<file path="src/rtl/hs5_slot.sv">
`default_nettype none

// One cell of the pipeline chain: holds a beat and hands it on when the
// next cell takes it. Takes a new beat in the same cycle the held one leaves.
module hs5_slot #(
   parameter int DATA_BITS = 8
) (
   input  wire logic                 clock,
   input  wire logic                 reset,
   input  wire logic                 in_valid,
   input  wire logic [DATA_BITS-1:0] in_data,
   output logic                      in_stall,
   output logic                      out_valid,
   output logic [DATA_BITS-1:0]      out_data,
   input  wire logic                 out_stall
);

   logic                 valid_ff;
   logic                 valid_in;
   logic [DATA_BITS-1:0] data_ff;
   logic                 take;

   // stall upstream only while holding a beat that cannot leave
   assign in_stall  = valid_ff & out_stall;
   assign take      = in_valid & ~in_stall;
   assign valid_in  = take | (valid_ff & out_stall);
   assign out_valid = valid_ff;
   assign out_data  = data_ff;

   always_ff @(posedge clock) begin
      if (reset) begin
         valid_ff <= 1'b0;
      end else begin
         valid_ff <= valid_in;
      end
   end

   // load payload on take, hold otherwise
   always_ff @(posedge clock) begin
      if (take) begin
         data_ff <= in_data;
      end
   end

endmodule

`default_nettype wire

</file>
<file path="config.mk">
export PLATFORM = sky130hd
export DESIGN_NAME = hs5_slot
export DESIGN_NICKNAME = d
export VERILOG_FILES = /design/src/rtl/hs5_slot.sv
export SDC_FILE = /design/constraint.sdc
export NUM_CORES = 1
export LEC_CHECK = 0
export BUFFER_PORTS_ARGS = -buffer_cell sky130_fd_sc_hd__buf_2
export CAP_MARGIN = 20
export CORE_AREA = 2 2 39 41
export CTS_BUF_LIST = sky130_fd_sc_hd__clkbuf_4
export DETAILED_ROUTE_END_ITERATION = 10
export DIE_AREA = 0 0 41 43
export MAX_ROUTING_LAYER = met4
export PLACE_DENSITY = 0.59
export SLEW_MARGIN = 20
export SYNTH_ARGS = -nofsm -noshare
export SYNTH_HDL_FRONTEND = slang
export SYNTH_SLANG_ARGS = --single-unit
</file>
<file path="constraint.sdc">
create_clock -name clock -period 2.47 [get_ports clock]
set_clock_uncertainty 0.05 [all_clocks]
set_input_delay 0.6175 -clock clock [delete_from_list [all_inputs] [get_ports clock]]
set_output_delay 0.6175 -clock clock [all_outputs]
set_load 0.01 [all_outputs]
</file>
* Yosys cells after proc, flatten, opt, wreduce, memory -nomap -nowiden
Cells that the tools add are included.
** Cells by class
- Add/subtract/negate cells :: 0
- $mul :: 0
- Divide/modulo/power cells :: 0
- Order comparisons :: 0
- Equal/unequal tests :: 0
- Shift-type cells :: 0
- Multiplexer cells :: 0
- Bitwise gates (word level) :: 4
- Reductions and logical operators :: 0
** Operators with widths (count)
- bitwise AND 1 bit :: 2
- NOT 1 bit :: 1
- bitwise OR 1 bit :: 1
** Word-level totals
- Flip-flop bits (word level) :: 9
- Bits in latches :: 0
- RAM bits :: 0
- Bits in read-only memories :: 0
- Bits of input ports :: 12
- Output and inout port bits :: 10
- Logic and storage cells :: 6
- Memories :: 0

* Depth between registers and ports, before layout
Gate-level depths: netlist of run 1.
- Word-level depth :: 4
- Mapped depth :: 2
- Mapped depth without buffers :: 2

* Worst setup path before layout of run 1
No wires, ideal clock.
- Path kind :: in2out
- Start :: in out_stall
- End :: out in_stall
- Arrival :: 0.754 ns
- Required time :: 1.803 ns
- Slack :: 1.049 ns
- Cell stages on the path :: 1
- Path buffers :: 0
- Path through :: and2_4
** Between the ends
- Longest elaborated chain between the ends :: 1
** RTL lines
- from (decl) :: line 15 : input wire logic out_stall
- bitwise AND 1 bit :: line 24 : assign in_stall = valid_ff & out_stall;
- to (decl) :: line 12 : output logic in_stall,
No other way between the ends.

* Final worst setup path of run 1
Same ends and word-level chain as after synthesis.

==> results_dict.tcl, run 1 <==
set metrics [dict create \
    status "completed" \
    crit_path_max_fanout 2 \
    final.period_utilization_pct 66.7 \
    placed_cell_area_um2 412 \
    cts_tree "yes" \
    cts.clk_slew.worst_paths_ps 60 \
    grt_pass1_vias 204 \
    grt_max_degree 9 \
    crit_start "out_stall" \
    pwr-share-comb_pct 8.9 \
    crit_slowest_cell "and2_4" \
    drive_gt1_share_pct 71.1 \
    drt-met1-wl_um 268 \
    fin_nets 51 \
    cts-htree-levels 1 \
    setup.worst_path.end_class "output port" \
    antenna_found_initial 0 \
    final_common_cell "buf_2" \
    dieArea_mm2 0.00176 \
    period_needed_ps 1650 \
    ant_nets 0 \
    initial_core_util_pct 20.7 \
    postCtsHoldBufs 0 \
    grt_pass1_wl_um 786 \
    drt_iter0_drc 1 \
    crit_type "primary input to output port" \
    slew_headroom_pct 72.8 \
    critPathMaxStageDelay_ps 130 \
    grt_util_all_layers_pct 8.14 \
    die_h_um 43 \
    setup_tns_ps 0 \
    hold_viol 0 \
    hold_ws_ps 465 \
    holdCritStartpoint "reset" \
    rsz0062_at_grt "false" \
    met3_length_um 92 \
    maxSlewViolCount 0 \
    synth.cell_area_um2 287 \
    core-area_mm2 0.00138 \
    root_buffer "clkbuf_4" \
    pwr_density_cell_mw_per_mm2 737 \
    clock_sinks 9 \
    seq_area_frac_synth_pct 90.8 \
    syn-num-nets 25 \
    cap_viol_max_count 0 \
    power_frac_seq_pct 54.9 \
    dr.pass1.iters 2 \
    fp.dieW_um 41 \
    finalSetupViolCount 0 \
    port_buffers 21 \
    area_growth_pct 54.1 \
    cp_cell_sequence "buf_2 -> and2_4 -> buf_2" \
    cts_resized 0 \
    drc 0 \
    cts_setup_buffers 0 \
    top_layer_used "met4" \
    ys_seq_elements 9 \
    clk-insertion-delay-late_ps 250 \
    ys_warn_count 0 \
    timing.rr.start "out_valid" \
    ys_types 6 \
    vias_per_cell 3.78 \
    route.met2.wl_um 203 \
    gp_congestion 0.648 \
    num-fill-cells 143 \
    layout_common_cells "21 x buf_2, 8 x edfxtp_1, 4 x clkbuf_4" \
    core.rowCount 14 \
    worst_slew_pin_slew_ps 406 \
    hp-class "primary input to flop" \
    clock.fmax_mhz 607 \
    arrival_ps 980 \
    p_sw_mw 0.0622 \
    io-pin-count 22 \
    leakage_nw 0.200 \
    clock_path_buffers 2 \
    gr-total-overflow 0 \
    numCtsBuffers 3 \
    start_kind "primary input" \
    switching_share_pct 19.1 \
    fin_area_um2 442 \
    diodes 0 \
    dr_total_vias 204 \
    routed_wl_um 580 \
    synth_cells 13 \
    syn_avg_cell_area_um2 22.0 \
    ir_worst_vdd_mv 0.185 \
    clock_power_share_pct 36.2 \
    p_int_mw 0.263 \
    crit_required_ps 1800 \
    crit_buf_inv 2 \
    cp_common_cell "buf_2" \
    crit_family "buffers and inverters" \
    wl_per_cell_um 10.7 \
]
[final timing paths]
kind,endpoint,slack [ps],cells past startpoint
setup / recovery,in_stall,820,3
hold / removal,out_valid,470,2
setup reg to reg,out_data[2],1240,2
hold reg to reg,out_valid,500,2
[layout make-up]
cell class | count | area [µm²] | share of cell area, %
Sequential cell | 9 | 260 | 58.9
Timing Repair Buffer | 21 | 105 | 23.8
Clock buffer | 4 | 30.0 | 6.80
Multi-Input combinational cell | 4 | 26.3 | 5.95
Tap cell | 16 | 20.0 | 4.53
[power groups by stage]
stage	logic (mW)	registers [mW]	clock network [mW]
after floorplan	0.00588	0.187	0
after global placement	0.0288	0.182	0
after detailed placement	0.0293	0.182	0
after CTS	0.0293	0.179	0.123
after global routing	0.0318	0.179	0.133
final	0.0289	0.179	0.118
[state kept, by name, summed over array words and instances, names as in the netlist]
name	cells
out_valid	1
out_data	8
[layer usage]
| metal | global-route usage [%] | up-vias |
|---|---|---|
| met5 | - | - |
| met4 | 10.0 | 0 |
| met3 | 4.71 | 2 |
| met2 | 8.44 | 21 |
| met1 | 9.09 | 83 |
| li1 | - | 98 |
[through the flow]
| step | util [%] | setup WS, ps | cells | power, mW |
|---|---|---|---|---|
| 6_report | 31.9 | 822 | 54 | 0.326 |
| 5_1_grt | 31.9 | 815 | 54 | 0.344 |
| 4_1_cts | 31.9 | 822 | 54 | 0.331 |
| 3_5_place_dp | 29.7 | 822 | 50 | 0.211 |
| 3_3_place_gp | 29.7 | 824 | 50 | 0.210 |
| 2_1_floorplan | - | 1050 | 13 | 0.193 |
[worst reg2reg max path, delay by kind of cell, from the launching register on]
family	cells	cell delay, ps
flops	1	320
simple gates	2	510
[cells in the mapped netlist]
cell type,number,area share [%]
nor2b_2,1,3.1
and2_4,1,3.1
dfxtp_1,1,7.0
nor2_1,1,1.3
edfxtp_1,8,84
a21oi_1,1,1.7
[cells by family (layout without fill, tap and decap cells)]
family,after synthesis,count (layout),share of synthesized area (%)
AO/OA/AOI/OAI,1,1,1.75
buffers and inverters,0,25,0
flip-flops,9,9,90.8
AND/OR/NAND/NOR,3,3,7.42
Note: power is estimated with default switching activity, not from simulation.
==> run 2: changes to the inputs <==
--- a/config.mk
+++ b/config.mk
@@ -12,7 +12,7 @@
 export DETAILED_ROUTE_END_ITERATION = 10
 export DIE_AREA = 0 0 41 43
 export MAX_ROUTING_LAYER = met4
-export PLACE_DENSITY = 0.59
+export PLACE_DENSITY = 0.6
 export SLEW_MARGIN = 20
 export SYNTH_ARGS = -nofsm -noshare
 export SYNTH_HDL_FRONTEND = slang
==> constraint.sdc (replaced) <==
create_clock -name clock -period 1.5 [get_ports clock]
set_clock_uncertainty 0.05 [all_clocks]
set_input_delay 0.375 -clock clock [delete_from_list [all_inputs] [get_ports clock]]
set_output_delay 0.375 -clock clock [all_outputs]
set_load 0.01 [all_outputs]
==> run 2 against run 1 <==
  * Die area is the same
  * Final cell count is the same
  * Hold slack lost 240 ps
  * Register-to-register slack lost 940 ps
  * Critical path depth shrank 1
  * Utilization is the same
  * Worst setup slack lost 610 ps
  * Sequential cell count is the same
  * Largest power group unchanged
==> results_dict.tcl, run 2 (same netlist as run 1, synthesis figures left out) <==
set metrics [dict create \
    routed_wl_um 561 \
    drive_gt1_share_pct 71.1 \
    maxSlewViolCount 0 \
    cts.clk_slew.worst_paths_ps 60 \
    ant_nets 0 \
    antenna_found_initial 0 \
    largest_reg_flops 8 \
    arrival_ps 860 \
    worst_slack_ps 212 \
    dieArea_mm2 0.00176 \
    start_kind "flop" \
    clock.fmax_mhz 777 \
    slew_headroom_pct 73.8 \
    cts_tree "yes" \
    vias_per_cell 3.74 \
    crit_end "in_stall" \
    clock_sinks 9 \
    drc 0 \
    grt_pass1_wl_um 821 \
    fin_nets 51 \
    grt_max_degree 9 \
    placed_cell_area_um2 412 \
    cap_viol_max_count 0 \
    io-pin-count 22 \
    gr-total-overflow 0 \
    final.period_utilization_pct 85.8 \
    crit_start "out_valid" \
    drt_iter0_drc 4 \
    hold_viol 0 \
    wl_per_cell_um 10.4 \
    setup_tns_ps 0 \
    rsz0062_at_grt "false" \
    dr_total_vias 202 \
    fp.dieW_um 41 \
    pwr_density_cell_mw_per_mm2 1220 \
    crit_required_ps 1070 \
    reg2reg_setup_slack_ps 300 \
    numCtsBuffers 3 \
    clk-insertion-delay-late_ps 250 \
    timing.rr.start "out_valid" \
    core-area_mm2 0.00138 \
    dr.pass1.iters 2 \
    layout_common_cells "21 x buf_2, 8 x edfxtp_1, 4 x clkbuf_4" \
    postCtsHoldBufs 0 \
    cp_cell_sequence "and2_4 -> buf_2" \
    r2r_cells 2 \
    cts-htree-levels 1 \
    diodes 0 \
    reg2reg_to "out_data[6]" \
    core.rowCount 14 \
    gp_congestion 0.650 \
    period_needed_ps 1290 \
    crit_slowest_cell "dfxtp_1" \
    grt_util_all_layers_pct 7.72 \
    port_buffers 21 \
    cts_setup_buffers 0 \
    ir_worst_vdd_mv 0.388 \
    die_h_um 43 \
    clock_path_buffers 2 \
    fin_area_um2 442 \
    worst_slew_pin_slew_ps 391 \
    critPathMaxStageDelay_ps 340 \
    final_common_cell "buf_2" \
    status "completed" \
    root_buffer "clkbuf_4" \
    pre_cts_ws_ps 143 \
    finalSetupViolCount 0 \
    crit_path_max_fanout 3 \
    setup.worst_path.end_class "output port" \
    area_growth_pct 54.1 \
    cts_resized 0 \
    leakage_nw 0.200 \
    initial_core_util_pct 20.7 \
    num-fill-cells 141 \
    grt_pass1_vias 216 \
    hp-class "primary input to flop" \
    crit_type "flop to output port" \
]
[run 2: cell counts in the layout (fill, tap and decap cells not counted)]
Identical to the previous run, type by type.
[run 2: through the flow]
step                util [%]  hold slack (ps)  power [mW]  cells
floorplan                  -              397       0.317     13
finish                  31.9              222       0.538     54
global placement        29.7              444       0.346     50
CTS                     31.9              219       0.545     54
global route            31.9              210       0.569     54
detailed placement      29.7              458       0.348     50
[run 2: worst max-delay path: cells and delay by family, from the launching register on]
family / cells / cell delay, ps
flops: 1 / 340
simple gates: 1 / 150
buf+inv: 1 / 120
[run 2: worst min-delay path by stage]
stage,start,to,slack (ps),cells past startpoint
floorplan,reset,out_valid,400,1
global route,reset,out_valid,210,2
CTS,reset,out_valid,220,2
global placement,out_valid,out_valid,440,2
detailed placement,out_valid,out_valid,460,2
finish,reset,out_valid,220,2
[run 2: area by class of cell]
cell class	count	area (µm²)	share of cell area (%)
multi-input cells	4	26.3	5.95
flip-flops and latches	9	260	58.9
repair buffers	21	105	23.8
well taps	16	20.0	4.53
clock buffers	4	30.0	6.80
[run 2: layer usage]
metal  global-route usage, %  share of wire (%)  vias up
met5                       -                  0        -
met4                    8.00                  0        0
met3                    3.14                 17        0
met2                    8.44                 33       22
met1                    9.76                 50       82
li1                        -                  -       98
[run 2: power breakdown]
group	switching (mW)	total [mW]	internal (mW)
combinational	0.0236	0.0471	0.0234
sequential	0.00420	0.294	0.290
clock	0.0764	0.196	0.120
